**src/rtl/emtc_pkg.sv**
```systemverilog
// shared constants, types and functions of the elapsed-minutes calendar block
`default_nettype none

package emtc_pkg;

    // width of the minute count actually used
    localparam int MINUTE_BITS = 24;

    // fixed field widths
    localparam int IN_W    = 24;
    localparam int MONTH_W = 4;
    localparam int DAY_W   = 5;
    localparam int HHMM_W  = 12;
    localparam int HOUR_W  = 6;
    localparam int MIN_W   = 6;

    // divider widths
    localparam int DIVISOR_W = 11;
    localparam int REM_W     = 11;
    localparam int DIV_STEPS = 2;
    localparam int STEP_W    = $clog2(DIV_STEPS + 1);

    // configuration port
    localparam int CFG_IDX_W  = 2;
    localparam int CFG_DATA_W = 12;

    localparam logic [CFG_IDX_W-1:0] REG_START_MONTH = 2'd0;
    localparam logic [CFG_IDX_W-1:0] REG_START_DAY   = 2'd1;
    localparam logic [CFG_IDX_W-1:0] REG_START_HHMM  = 2'd2;

    // calendar constants
    localparam logic [DIVISOR_W-1:0] MINS_PER_DAY  = 11'd1440;
    localparam logic [DIVISOR_W-1:0] MINS_PER_HOUR = 11'd60;
    localparam logic [DIVISOR_W-1:0] HHMM_SCALE    = 11'd100;
    localparam logic [DIVISOR_W-1:0] DAYS_PER_YEAR = 11'd365;
    localparam logic [HOUR_W-1:0]    HOURS_PER_DAY = 6'd24;
    localparam logic [MONTH_W-1:0]   MONTHS        = 4'd12;
    localparam logic [MONTH_W-1:0]   FIRST_MONTH   = 4'd1;

    // reciprocal divider: (x * recip) >> shift is exact for any x below 2**MINUTE_BITS
    // when shift is MINUTE_BITS plus the divisor's bit length and recip is rounded up
    localparam int RECIP_W     = MINUTE_BITS + 1;
    localparam int PROD_W      = MINUTE_BITS + RECIP_W;
    localparam int SHIFT_DAY   = MINUTE_BITS + $clog2(MINS_PER_DAY);
    localparam int SHIFT_HOUR  = MINUTE_BITS + $clog2(MINS_PER_HOUR);
    localparam int SHIFT_START = MINUTE_BITS + $clog2(HHMM_SCALE);
    localparam int SHIFT_YEAR  = MINUTE_BITS + $clog2(DAYS_PER_YEAR);

    localparam logic [RECIP_W-1:0] RECIP_DAY = RECIP_W'(
        ((64'd1 << SHIFT_DAY) + 64'(MINS_PER_DAY) - 64'd1) / 64'(MINS_PER_DAY));
    localparam logic [RECIP_W-1:0] RECIP_HOUR = RECIP_W'(
        ((64'd1 << SHIFT_HOUR) + 64'(MINS_PER_HOUR) - 64'd1) / 64'(MINS_PER_HOUR));
    localparam logic [RECIP_W-1:0] RECIP_START = RECIP_W'(
        ((64'd1 << SHIFT_START) + 64'(HHMM_SCALE) - 64'd1) / 64'(HHMM_SCALE));
    localparam logic [RECIP_W-1:0] RECIP_YEAR = RECIP_W'(
        ((64'd1 << SHIFT_YEAR) + 64'(DAYS_PER_YEAR) - 64'd1) / 64'(DAYS_PER_YEAR));

    // operand select of the shared divider
    typedef enum logic [1:0] {
        SEL_DAY   = 2'd0,
        SEL_HOUR  = 2'd1,
        SEL_START = 2'd2,
        SEL_YEAR  = 2'd3
    } t_div_sel;

    // controller to datapath
    typedef struct packed {
        logic     div_start;
        t_div_sel div_sel;
        logic     div_capture;
        logic     combine;
        logic     walk_step;
        logic     out_load;
    } t_dp_cmd;

    // datapath to controller
    typedef struct packed {
        logic div_done;
        logic walk_done;
        logic out_busy;
    } t_dp_status;

    // non-leap month lengths
    function automatic logic [DAY_W-1:0] month_len(input logic [MONTH_W-1:0] m);
        logic [DAY_W-1:0] len;
        case (m)
            4'd2:    len = 5'd28;
            4'd4:    len = 5'd30;
            4'd6:    len = 5'd30;
            4'd9:    len = 5'd30;
            4'd11:   len = 5'd30;
            default: len = 5'd31;
        endcase
        return len;
    endfunction

    // out-of-range start month maps to the nearest valid month
    function automatic logic [MONTH_W-1:0] clamp_month(input logic [MONTH_W-1:0] m);
        logic [MONTH_W-1:0] res;
        if (m == '0) begin
            res = FIRST_MONTH;
        end else if (m > MONTHS) begin
            res = MONTHS;
        end else begin
            res = m;
        end
        return res;
    endfunction

endpackage

`default_nettype wire

```
**src/rtl/emtc_if.sv**
```systemverilog
// stream interfaces for input, result and configuration channels
`default_nettype none

interface emtc_in_if;
    import emtc_pkg::*;
    logic            valid;
    logic            ready;
    logic [IN_W-1:0] minute_count;

    modport source (output valid, output minute_count, input ready);
    modport sink   (input valid, input minute_count, output ready);
endinterface

interface emtc_out_if;
    import emtc_pkg::*;
    logic               valid;
    logic               ready;
    logic [MONTH_W-1:0] month;
    logic [DAY_W-1:0]   day;
    logic [HHMM_W-1:0]  clock_hhmm;

    modport source (output valid, output month, output day, output clock_hhmm, input ready);
    modport sink   (input valid, input month, input day, input clock_hhmm, output ready);
endinterface

interface emtc_cfg_if;
    import emtc_pkg::*;
    logic                  valid;
    logic                  ready;
    logic [CFG_IDX_W-1:0]  index;
    logic [CFG_DATA_W-1:0] data;

    modport source (output valid, output index, output data, input ready);
    modport sink   (input valid, input index, input data, output ready);
endinterface

`default_nettype wire

```
**src/rtl/emtc_ctrl.sv**
```systemverilog
// controller state machine sequencing the divider, month walk and output load
`default_nettype none

module emtc_ctrl (
    input  logic                 i_clk,
    input  logic                 i_rst_n,
    input  logic                 i_in_valid,
    output logic                 o_in_ready,
    input  emtc_pkg::t_dp_status i_status,
    output emtc_pkg::t_dp_cmd    o_cmd
);
    import emtc_pkg::*;

    typedef enum logic [8:0] {
        S_IDLE    = 9'b000000001,
        S_DAY     = 9'b000000010,
        S_HOUR    = 9'b000000100,
        S_START   = 9'b000001000,
        S_COMBINE = 9'b000010000,
        S_YLOAD   = 9'b000100000,
        S_YEAR    = 9'b001000000,
        S_WALK    = 9'b010000000,
        S_OUT     = 9'b100000000
    } t_state;

    t_state r_state;
    t_state n_state;

    assign o_in_ready = (r_state == S_IDLE);

    always_comb begin
        n_state = r_state;
        o_cmd   = '0;
        case (r_state)
            S_IDLE: begin
                if (i_in_valid) begin
                    o_cmd.div_start = 1'b1;
                    o_cmd.div_sel   = SEL_DAY;
                    n_state         = S_DAY;
                end
            end
            S_DAY: begin
                if (i_status.div_done) begin
                    o_cmd.div_capture = 1'b1;
                    o_cmd.div_start   = 1'b1;
                    o_cmd.div_sel     = SEL_HOUR;
                    n_state           = S_HOUR;
                end
            end
            S_HOUR: begin
                if (i_status.div_done) begin
                    o_cmd.div_capture = 1'b1;
                    o_cmd.div_start   = 1'b1;
                    o_cmd.div_sel     = SEL_START;
                    n_state           = S_START;
                end
            end
            S_START: begin
                if (i_status.div_done) begin
                    o_cmd.div_capture = 1'b1;
                    n_state           = S_COMBINE;
                end
            end
            S_COMBINE: begin
                o_cmd.combine = 1'b1;
                n_state       = S_YLOAD;
            end
            S_YLOAD: begin
                o_cmd.div_start = 1'b1;
                o_cmd.div_sel   = SEL_YEAR;
                n_state         = S_YEAR;
            end
            S_YEAR: begin
                if (i_status.div_done) begin
                    o_cmd.div_capture = 1'b1;
                    n_state           = S_WALK;
                end
            end
            S_WALK: begin
                if (i_status.walk_done) begin
                    n_state = S_OUT;
                end else begin
                    o_cmd.walk_step = 1'b1;
                end
            end
            S_OUT: begin
                if (!i_status.out_busy) begin
                    o_cmd.out_load = 1'b1;
                    n_state        = S_IDLE;
                end
            end
            default: begin
                n_state = S_IDLE;
            end
        endcase
    end

    always_ff @(posedge i_clk) begin
        if (!i_rst_n) begin
            r_state <= S_IDLE;
        end else begin
            r_state <= n_state;
        end
    end

endmodule

`default_nettype wire

```
**src/rtl/emtc_dp.sv**
```systemverilog
// datapath: config registers, shared reciprocal divider, month walk, output register
`default_nettype none

module emtc_dp (
    input  logic                            i_clk,
    input  logic                            i_rst_n,
    input  emtc_pkg::t_dp_cmd               i_cmd,
    output emtc_pkg::t_dp_status            o_status,
    input  logic [emtc_pkg::IN_W-1:0]       i_minutes,
    input  logic                            i_cfg_valid,
    input  logic [emtc_pkg::CFG_IDX_W-1:0]  i_cfg_index,
    input  logic [emtc_pkg::CFG_DATA_W-1:0] i_cfg_data,
    input  logic                            i_out_ready,
    output logic                            o_out_valid,
    output logic [emtc_pkg::MONTH_W-1:0]    o_month,
    output logic [emtc_pkg::DAY_W-1:0]      o_day,
    output logic [emtc_pkg::HHMM_W-1:0]     o_hhmm
);
    import emtc_pkg::*;

    localparam int HHMM_FULL_W = HHMM_W + 1;
    localparam logic [MINUTE_BITS-1:0] DAY_ONE = MINUTE_BITS'(1);

    // configuration
    logic [MONTH_W-1:0] r_cfg_month;
    logic [DAY_W-1:0]   r_cfg_day;
    logic [HHMM_W-1:0]  r_cfg_hhmm;

    // divider
    logic [MINUTE_BITS-1:0] r_num, n_num;
    logic [MINUTE_BITS-1:0] r_quo, n_quo;
    logic [REM_W-1:0]       r_rem, n_rem;
    logic [STEP_W-1:0]      r_cnt, n_cnt;
    t_div_sel               r_sel, n_sel;
    logic [MINUTE_BITS-1:0] w_dividend;
    logic [DIVISOR_W-1:0]   w_divisor;
    logic [RECIP_W-1:0]     w_recip;
    logic [PROD_W-1:0]      w_prod;
    logic [MINUTE_BITS-1:0] w_quo;
    logic [MINUTE_BITS-1:0] w_back;
    logic                   w_div_done;

    // working values
    logic [MINUTE_BITS-1:0] r_day, n_day;
    logic [HOUR_W-1:0]      r_hour, n_hour;
    logic [MIN_W-1:0]       r_minute, n_minute;
    logic [HOUR_W-1:0]      r_start_hour, n_start_hour;
    logic [MONTH_W-1:0]     r_month, n_month;
    logic [HOUR_W-1:0]      w_hour_sum;
    logic                   w_carry;
    logic [DAY_W-1:0]       w_len;
    logic                   w_walk_done;
    logic [HHMM_FULL_W-1:0] w_hhmm_full;

    // output register
    logic               r_out_valid;
    logic [MONTH_W-1:0] r_out_month;
    logic [DAY_W-1:0]   r_out_day;
    logic [HHMM_W-1:0]  r_out_hhmm;

    always_ff @(posedge i_clk) begin
        if (!i_rst_n) begin
            r_cfg_month <= FIRST_MONTH;
            r_cfg_day   <= DAY_W'(1);
            r_cfg_hhmm  <= '0;
        end else if (i_cfg_valid) begin
            case (i_cfg_index)
                REG_START_MONTH: r_cfg_month <= i_cfg_data[MONTH_W-1:0];
                REG_START_DAY:   r_cfg_day   <= i_cfg_data[DAY_W-1:0];
                REG_START_HHMM:  r_cfg_hhmm  <= i_cfg_data[HHMM_W-1:0];
                default: begin
                end
            endcase
        end
    end

    always_comb begin
        case (i_cmd.div_sel)
            SEL_DAY:   w_dividend = MINUTE_BITS'(i_minutes);
            SEL_HOUR:  w_dividend = MINUTE_BITS'(r_rem);
            SEL_START: w_dividend = MINUTE_BITS'(r_cfg_hhmm);
            SEL_YEAR:  w_dividend = r_day - DAY_ONE;
            default:   w_dividend = '0;
        endcase
    end

    always_comb begin
        case (r_sel)
            SEL_DAY: begin
                w_divisor = MINS_PER_DAY;
                w_recip   = RECIP_DAY;
            end
            SEL_HOUR: begin
                w_divisor = MINS_PER_HOUR;
                w_recip   = RECIP_HOUR;
            end
            SEL_START: begin
                w_divisor = HHMM_SCALE;
                w_recip   = RECIP_START;
            end
            SEL_YEAR: begin
                w_divisor = DAYS_PER_YEAR;
                w_recip   = RECIP_YEAR;
            end
            default: begin
                w_divisor = MINS_PER_DAY;
                w_recip   = RECIP_DAY;
            end
        endcase
    end

    // quotient by reciprocal multiply, remainder from it in the following cycle
    assign w_prod = PROD_W'(r_num) * PROD_W'(w_recip);

    always_comb begin
        case (r_sel)
            SEL_DAY:   w_quo = MINUTE_BITS'(w_prod >> SHIFT_DAY);
            SEL_HOUR:  w_quo = MINUTE_BITS'(w_prod >> SHIFT_HOUR);
            SEL_START: w_quo = MINUTE_BITS'(w_prod >> SHIFT_START);
            SEL_YEAR:  w_quo = MINUTE_BITS'(w_prod >> SHIFT_YEAR);
            default:   w_quo = MINUTE_BITS'(w_prod >> SHIFT_DAY);
        endcase
    end

    assign w_back     = r_quo * MINUTE_BITS'(w_divisor);
    assign w_div_done = (r_cnt == STEP_W'(DIV_STEPS));

    always_comb begin
        n_num = r_num;
        n_quo = r_quo;
        n_rem = r_rem;
        n_cnt = r_cnt;
        n_sel = r_sel;
        if (i_cmd.div_start) begin
            n_num = w_dividend;
            n_cnt = '0;
            n_sel = i_cmd.div_sel;
        end else if (!w_div_done) begin
            if (r_cnt == '0) begin
                n_quo = w_quo;
            end else begin
                n_rem = REM_W'(r_num - w_back);
            end
            n_cnt = r_cnt + STEP_W'(1);
        end
    end

    always_ff @(posedge i_clk) begin
        if (!i_rst_n) begin
            r_cnt <= STEP_W'(DIV_STEPS);
        end else begin
            r_cnt <= n_cnt;
        end
    end

    always_ff @(posedge i_clk) begin
        r_num <= n_num;
        r_quo <= n_quo;
        r_rem <= n_rem;
        r_sel <= n_sel;
    end

    // hour carry and month walk
    assign w_hour_sum  = r_hour + r_start_hour;
    assign w_carry     = (w_hour_sum >= HOURS_PER_DAY);
    assign w_len       = month_len(r_month);
    assign w_walk_done = (r_day <= MINUTE_BITS'(w_len));

    always_comb begin
        n_day        = r_day;
        n_hour       = r_hour;
        n_minute     = r_minute;
        n_start_hour = r_start_hour;
        n_month      = r_month;
        if (i_cmd.div_capture) begin
            case (r_sel)
                SEL_DAY: begin
                    n_day = r_quo;
                end
                SEL_HOUR: begin
                    n_hour   = r_quo[HOUR_W-1:0];
                    n_minute = r_rem[MIN_W-1:0];
                end
                SEL_START: begin
                    n_start_hour = r_quo[HOUR_W-1:0];
                end
                SEL_YEAR: begin
                    if (r_day > MINUTE_BITS'(DAYS_PER_YEAR)) begin
                        n_day = MINUTE_BITS'(r_rem) + DAY_ONE;
                    end
                end
                default: begin
                end
            endcase
        end else if (i_cmd.combine) begin
            n_hour  = w_carry ? (w_hour_sum - HOURS_PER_DAY) : w_hour_sum;
            n_day   = r_day + MINUTE_BITS'(w_carry) + MINUTE_BITS'(r_cfg_day);
            n_month = clamp_month(r_cfg_month);
        end else if (i_cmd.walk_step) begin
            n_day   = r_day - MINUTE_BITS'(w_len);
            n_month = (r_month == MONTHS) ? FIRST_MONTH : (r_month + MONTH_W'(1));
        end
    end

    always_ff @(posedge i_clk) begin
        r_day        <= n_day;
        r_hour       <= n_hour;
        r_minute     <= n_minute;
        r_start_hour <= n_start_hour;
        r_month      <= n_month;
    end

    assign w_hhmm_full = HHMM_FULL_W'(r_hour) * HHMM_FULL_W'(HHMM_SCALE)
                       + HHMM_FULL_W'(r_minute);

    always_ff @(posedge i_clk) begin
        if (!i_rst_n) begin
            r_out_valid <= 1'b0;
        end else if (i_cmd.out_load) begin
            r_out_valid <= 1'b1;
        end else if (i_out_ready) begin
            r_out_valid <= 1'b0;
        end
    end

    always_ff @(posedge i_clk) begin
        if (i_cmd.out_load) begin
            r_out_month <= r_month;
            r_out_day   <= r_day[DAY_W-1:0];
            r_out_hhmm  <= w_hhmm_full[HHMM_W-1:0];
        end
    end

    assign o_status.div_done  = w_div_done;
    assign o_status.walk_done = w_walk_done;
    assign o_status.out_busy  = r_out_valid && !i_out_ready;

    assign o_out_valid = r_out_valid;
    assign o_month     = r_out_month;
    assign o_day       = r_out_day;
    assign o_hhmm      = r_out_hhmm;

endmodule

`default_nettype wire

```
**src/rtl/elapsed_minutes_to_calendar.sv**
```systemverilog
// one transaction at a time: four divider passes and the month walk run before the result is loaded;
// a stalled result register holds the sequencer in its output state until the held result is taken
// the reciprocal-multiply divider is shared by the day, hour, start-hour and year reductions
// a finished result waits in the output register; the next input is taken once it is loaded
// reset: synchronous active low; config returns to month 1, day 1, hhmm 0, no result pending
`default_nettype none

module elapsed_minutes_to_calendar (
    input  logic        i_clk,
    input  logic        i_rst_n,
    emtc_in_if.sink     i_in,
    emtc_out_if.source  o_res,
    emtc_cfg_if.sink    i_cfg
);
    import emtc_pkg::*;

    // command and status between the sequencer and the datapath
    t_dp_cmd    w_cmd;
    t_dp_status w_status;
    logic       w_in_ready;

    // config writes are always taken; software must write only while the block is idle, the block does not enforce it
    assign i_cfg.ready = 1'b1;

    // input side handshake: the sequencer takes a transaction only in its idle state
    assign i_in.ready = w_in_ready;

    // sequencer: day split, hour split, start hour, hour carry and day add,
    // year fold, then the month walk and the output load
    emtc_ctrl u_ctrl (
        .i_clk      (i_clk),
        .i_rst_n    (i_rst_n),
        .i_in_valid (i_in.valid),
        .o_in_ready (w_in_ready),
        .i_status   (w_status),
        .o_cmd      (w_cmd)
    );

    // datapath: holds the config registers, the shared divider, the working
    // day/hour/minute/month registers and the result register
    emtc_dp u_dp (
        .i_clk       (i_clk),
        .i_rst_n     (i_rst_n),
        .i_cmd       (w_cmd),
        .o_status    (w_status),
        .i_minutes   (i_in.minute_count),
        .i_cfg_valid (i_cfg.valid),
        .i_cfg_index (i_cfg.index),
        .i_cfg_data  (i_cfg.data),
        .i_out_ready (o_res.ready),
        .o_out_valid (o_res.valid),
        .o_month     (o_res.month),
        .o_day       (o_res.day),
        .o_hhmm      (o_res.clock_hhmm)
    );

endmodule

`default_nettype wire

```
**src/flat_wrapper.sv**
```systemverilog
// flat-port wrapper written by rule: the top's interface ports become plain ports
module elapsed_minutes_to_calendar_flat import emtc_pkg::*;
  (i_clk, i_rst_n, i_in_valid, i_in_minute_count, i_in_ready, o_res_valid, o_res_month, o_res_day, o_res_clock_hhmm, o_res_ready, i_cfg_valid, i_cfg_index, i_cfg_data, i_cfg_ready);
  emtc_in_if i_in_i ();
  emtc_out_if o_res_i ();
  emtc_cfg_if i_cfg_i ();
  input  logic i_clk;
  input  logic i_rst_n;
  input wire logic [$bits(i_in_i.valid)-1:0] i_in_valid;
  input wire logic [$bits(i_in_i.minute_count)-1:0] i_in_minute_count;
  output wire logic [$bits(i_in_i.ready)-1:0] i_in_ready;
  output wire logic [$bits(o_res_i.valid)-1:0] o_res_valid;
  output wire logic [$bits(o_res_i.month)-1:0] o_res_month;
  output wire logic [$bits(o_res_i.day)-1:0] o_res_day;
  output wire logic [$bits(o_res_i.clock_hhmm)-1:0] o_res_clock_hhmm;
  input wire logic [$bits(o_res_i.ready)-1:0] o_res_ready;
  input wire logic [$bits(i_cfg_i.valid)-1:0] i_cfg_valid;
  input wire logic [$bits(i_cfg_i.index)-1:0] i_cfg_index;
  input wire logic [$bits(i_cfg_i.data)-1:0] i_cfg_data;
  output wire logic [$bits(i_cfg_i.ready)-1:0] i_cfg_ready;
  assign i_in_i.valid = i_in_valid;
  assign i_in_i.minute_count = i_in_minute_count;
  assign i_in_ready = i_in_i.ready;
  assign o_res_valid = o_res_i.valid;
  assign o_res_month = o_res_i.month;
  assign o_res_day = o_res_i.day;
  assign o_res_clock_hhmm = o_res_i.clock_hhmm;
  assign o_res_i.ready = o_res_ready;
  assign i_cfg_i.valid = i_cfg_valid;
  assign i_cfg_i.index = i_cfg_index;
  assign i_cfg_i.data = i_cfg_data;
  assign i_cfg_ready = i_cfg_i.ready;
  elapsed_minutes_to_calendar u_core (.i_clk(i_clk), .i_rst_n(i_rst_n), .i_in(i_in_i), .o_res(o_res_i), .i_cfg(i_cfg_i));
endmodule
```
**config.mk**
```make
export PLATFORM = sky130hd
export DESIGN_NAME = elapsed_minutes_to_calendar_flat
export DESIGN_NICKNAME = d
export VERILOG_FILES = /design/src/rtl/emtc_pkg.sv /design/src/rtl/emtc_if.sv /design/src/rtl/emtc_ctrl.sv /design/src/rtl/emtc_dp.sv /design/src/rtl/elapsed_minutes_to_calendar.sv /design/src/flat_wrapper.sv
export SDC_FILE = /design/constraint.sdc
export NUM_CORES = 2
export LEC_CHECK = 0
export ABC_AREA = 1
export ABC_CLOCK_PERIOD_IN_PS = 12330
export BUFFER_PORTS_ARGS = -buffer_cell sky130_fd_sc_hd__buf_2
export CORE_MARGIN = 8
export CORE_UTILIZATION = 40
export DETAILED_ROUTE_END_ITERATION = 10
export PLACE_DENSITY = 0.58
export SETUP_SLACK_MARGIN = 0.05
export SYNTH_ARGS = -nofsm -noshare
export SYNTH_HDL_FRONTEND = slang
export SYNTH_SLANG_ARGS = --single-unit
export TNS_END_PERCENT = 30
```
**constraint.sdc**
```tcl
create_clock -name i_clk -period 12.33 [get_ports i_clk]
set_input_delay 0.6165 -clock i_clk [delete_from_list [all_inputs] [get_ports i_clk]]
set_output_delay 0.6165 -clock i_clk [all_outputs]
set_load 0.02 [all_outputs]
```
==> results.yml <==
detailed_routing:
  wirelength_um: 92500
  dr_total_vias: 23100
  via_per_inst: 5.11
  avgRoutedWirePerCell_um: 20.4
  route.detailed.drc: 0
  drtAntennaViolNets: 0
  drt_iter0_drc: 1958
  first_pass_iters: 6
cts:
  clk_pin_slew_worst_paths_ns: 0.07
  cts-root-buf: "clkbuf_16"
  cts_sinks: 156
  cts_max_path_buffers: 2
  hold_buffers: 0
  cts_tree: "done"
  post_cts_buffers: 0
  insertion_delay_ns: 0.45
  cts_max_level: 4
  cts_resized: 0
  numCtsBuffers: 17
critical_path:
  slowest_delay_ns: 0.69
  crit_top_cell: "fa_1"
  path_max_fanout: 27
  cp-start-kind: "flip-flop"
  cp_top_family: "adder cells"
  arrival_ns: 9.31
  worstPathBufferInverterCount: 6
  crit_type: "flip-flop to flip-flop"
  cpMaxStageDelayCell: "nor2_4"
  worst_setup_path_end_kind: "flip-flop"
  cp.required_ns: 12.54
global_routing:
  grt_pass1_wl_um: 144000
  antenna_found_initial: 2
  grt_pass1_vias: 23900
  grt_max_degree: 46
  gr-usage-all-layers_pct: 23.0
  grt_overflow: 0
yosys:
  syn_nets: 4355
  syn-cell-area_mm2: 0.0291
  netlist.area_leader.share_pct: 31.7
  synth-seq-cells: 156
  synth_edf_count: 123
  yosysTopAreaCell: "fa_1"
  synth-seq-area-share_pct: 15.0
  synthTopCellsByArea: "fa_1 32%, ha_1 14%, edfxtp_1 13%"
  yosys_warnings: 0
  synth_flop_cell: "edfxtp_1"
  avgSynthCellArea_um2: 8.25
  synth_cell_types: 67
  synthCells: 3526
  async_flop_share_pct: 0
cells_and_area:
  finalInstanceArea_mm2: 0.0310
  nets: 4383
  final_cell_mix: "904 x inv_1, 551 x nand2_1, 461 x fa_1"
  drive_above_1_share_pct: 5.27
  layout_commonest_cell: "inv_1"
  antenna_cells: 0
  syn2layout_area_growth_pct: 6.69
run:
  cap_violations: 0
floorplanning:
  die-area_mm2: 0.0816
  io-pin-count: 67
  rows: 99
  core_mm2: 0.0725
  die_h_um: 286
  die_w_um: 286
  start_util_pct: 40.2
placement:
  dp_hpwl_um: 79700
  place_area_mm2: 0.0305
  port_buffers: 65
  gp_congestion: 0.997
sta:
  finalSetupTns_ns: 0
  grt_setup_unrepaired: "no"
  hold_viol: 0
  tightest_slew_ns: 1.07
  drv_slew: 0
  finalSetupViolations: 0
  fmax_mhz: 110
  clock-skew-final_ns: 0.0137
  period_needed_ns: 9.10
  fin_crit_sh_pct: 73.8
  relSlewSlack_pct: 28.1
min_path:
  hold_path.class: "input pin to flip-flop"
status:
  status: "complete, no violations"
-- kinds of logic (layout without fill, tap and decap cells) --
kind of cell             Yosys count  after routing  share of synthesized area [%]
multiplexers                       1              1                         0.0344
AO/OA/AOI/OAI                    318            318                           6.27
XOR/XNOR                          90             90                           2.73
AND/OR/NAND/NOR                 1178           1178                           17.2
buffers and inverters            996           1037                           13.0
other                              1              1                         0.0129
adder cells (fa/ha/maj)          786            786                           45.7
flip-flops                       156            156                           15.0
-- flip-flops by register name, indices dropped and copies added, names as in the netlist, 4 cells and up --
signal,cells
u_core.u_dp.r_day,24
u_core.u_dp.r_num,24
u_core.u_dp.r_quo,19
u_core.u_dp.o_hhmm,12
u_core.u_dp.r_cfg_hhmm,12
u_core.u_dp.r_rem,11
u_core.u_ctrl.r_state,9
u_core.u_dp.r_hour,6
u_core.u_dp.r_minute,6
u_core.u_dp.r_start_hour,6
u_core.u_dp.o_day,5
u_core.u_dp.r_cfg_day,5
u_core.u_dp.o_month,4
u_core.u_dp.r_cfg_month,4
u_core.u_dp.r_month,4
-- layer usage --
| layer | global-route usage, % | routed length (um) | up-vias |
|---|---|---|---|
| li1 | - | - | 10800 |
| met1 | 32.1 | 40500 | 11300 |
| met2 | 35.5 | 40600 | 889 |
| met3 | 4.52 | 7620 | 172 |
| met4 | 8.00 | 3730 | 4 |
| met5 | 0 | 20 | - |
-- worst register-to-register path: cells and delay by family, from the launching register on --
family | cells | cell delay, ns
DFF | 1 | 0.32
adders and majority gates | 9 | 4.53
and+or+nand+nor | 10 | 1.93
AOI/OAI and AO/OA | 3 | 0.82
buffers and inverters | 6 | 1.28
-- path summary, 6_finish.rpt --
path | start | end | slack (ns) | cells past startpoint
worst max-delay path | u_core.u_dp.r_sel[0] | u_core.u_dp.r_quo[15] | 3.23 | 28
worst max register to register | u_core.u_dp.r_sel[0] | u_core.u_dp.r_quo[15] | 3.23 | 28
worst min register to register | u_core.u_dp.r_minute[1] | u_core.u_dp.o_hhmm[1] | 0.42 | 0
worst min-delay path | i_cfg_data[5] | u_core.u_dp.r_cfg_hhmm[5] | 0.40 | 3
-- cell usage after synthesis, drive strengths merged (2+ instances only) --
| cell type | instances |
|---|---|
| inv | 916 |
| nand2 | 564 |
| fa | 461 |
| nor2 | 379 |
| ha | 325 |
| o21ai | 138 |
| nand3 | 137 |
| edfxtp | 123 |
| a21oi | 102 |
| xor2 | 64 |
| clkbuf | 41 |
| nor3 | 37 |
| buf | 34 |
| dfxtp | 33 |
| nand4 | 30 |
| xnor2 | 26 |
| o21bai | 18 |
| nor4 | 11 |
| a221oi | 9 |
| a21o | 8 |
| or2 | 8 |
| o211ai | 7 |
| a31oi | 6 |
| o21a | 6 |
| a211oi | 5 |
| and2 | 5 |
| clkinv | 5 |
| nand3b | 5 |
| o22ai | 4 |
| a21boi | 3 |
| a22oi | 2 |
| a32oi | 2 |
| o311ai | 2 |
-- area by class of cell --
| class | instances | area [um2] |
|---|---|---|
| clock buffer | 20 | 500 |
| clock inverter | 12 | 96.3 |
| fill | 7404 | 41400 |
| inverter | 921 | 3460 |
| multi-input combinational | 2374 | 21000 |
| sequential | 156 | 4350 |
| tap | 959 | 1200 |
| timing repair buffer | 84 | 468 |
-- per-stage QoR --
stage          worst slack (ns)  util, %  hold slack, ns  instances
4_1_cts                    3.40     42.8           0.371       4526
2_1_floorplan              5.19        -           0.400       3526
6_report                   3.23     42.8           0.396       4526
5_1_grt                    2.87     42.8           0.390       4526
3_3_place_gp               3.47     42.0           0.407       4494
3_5_place_dp               3.43     42.0           0.409       4494
Power is left out: the tool's default activity adds up to more than one toggle a clock period on the data nets, which glitch-free logic cannot reach.
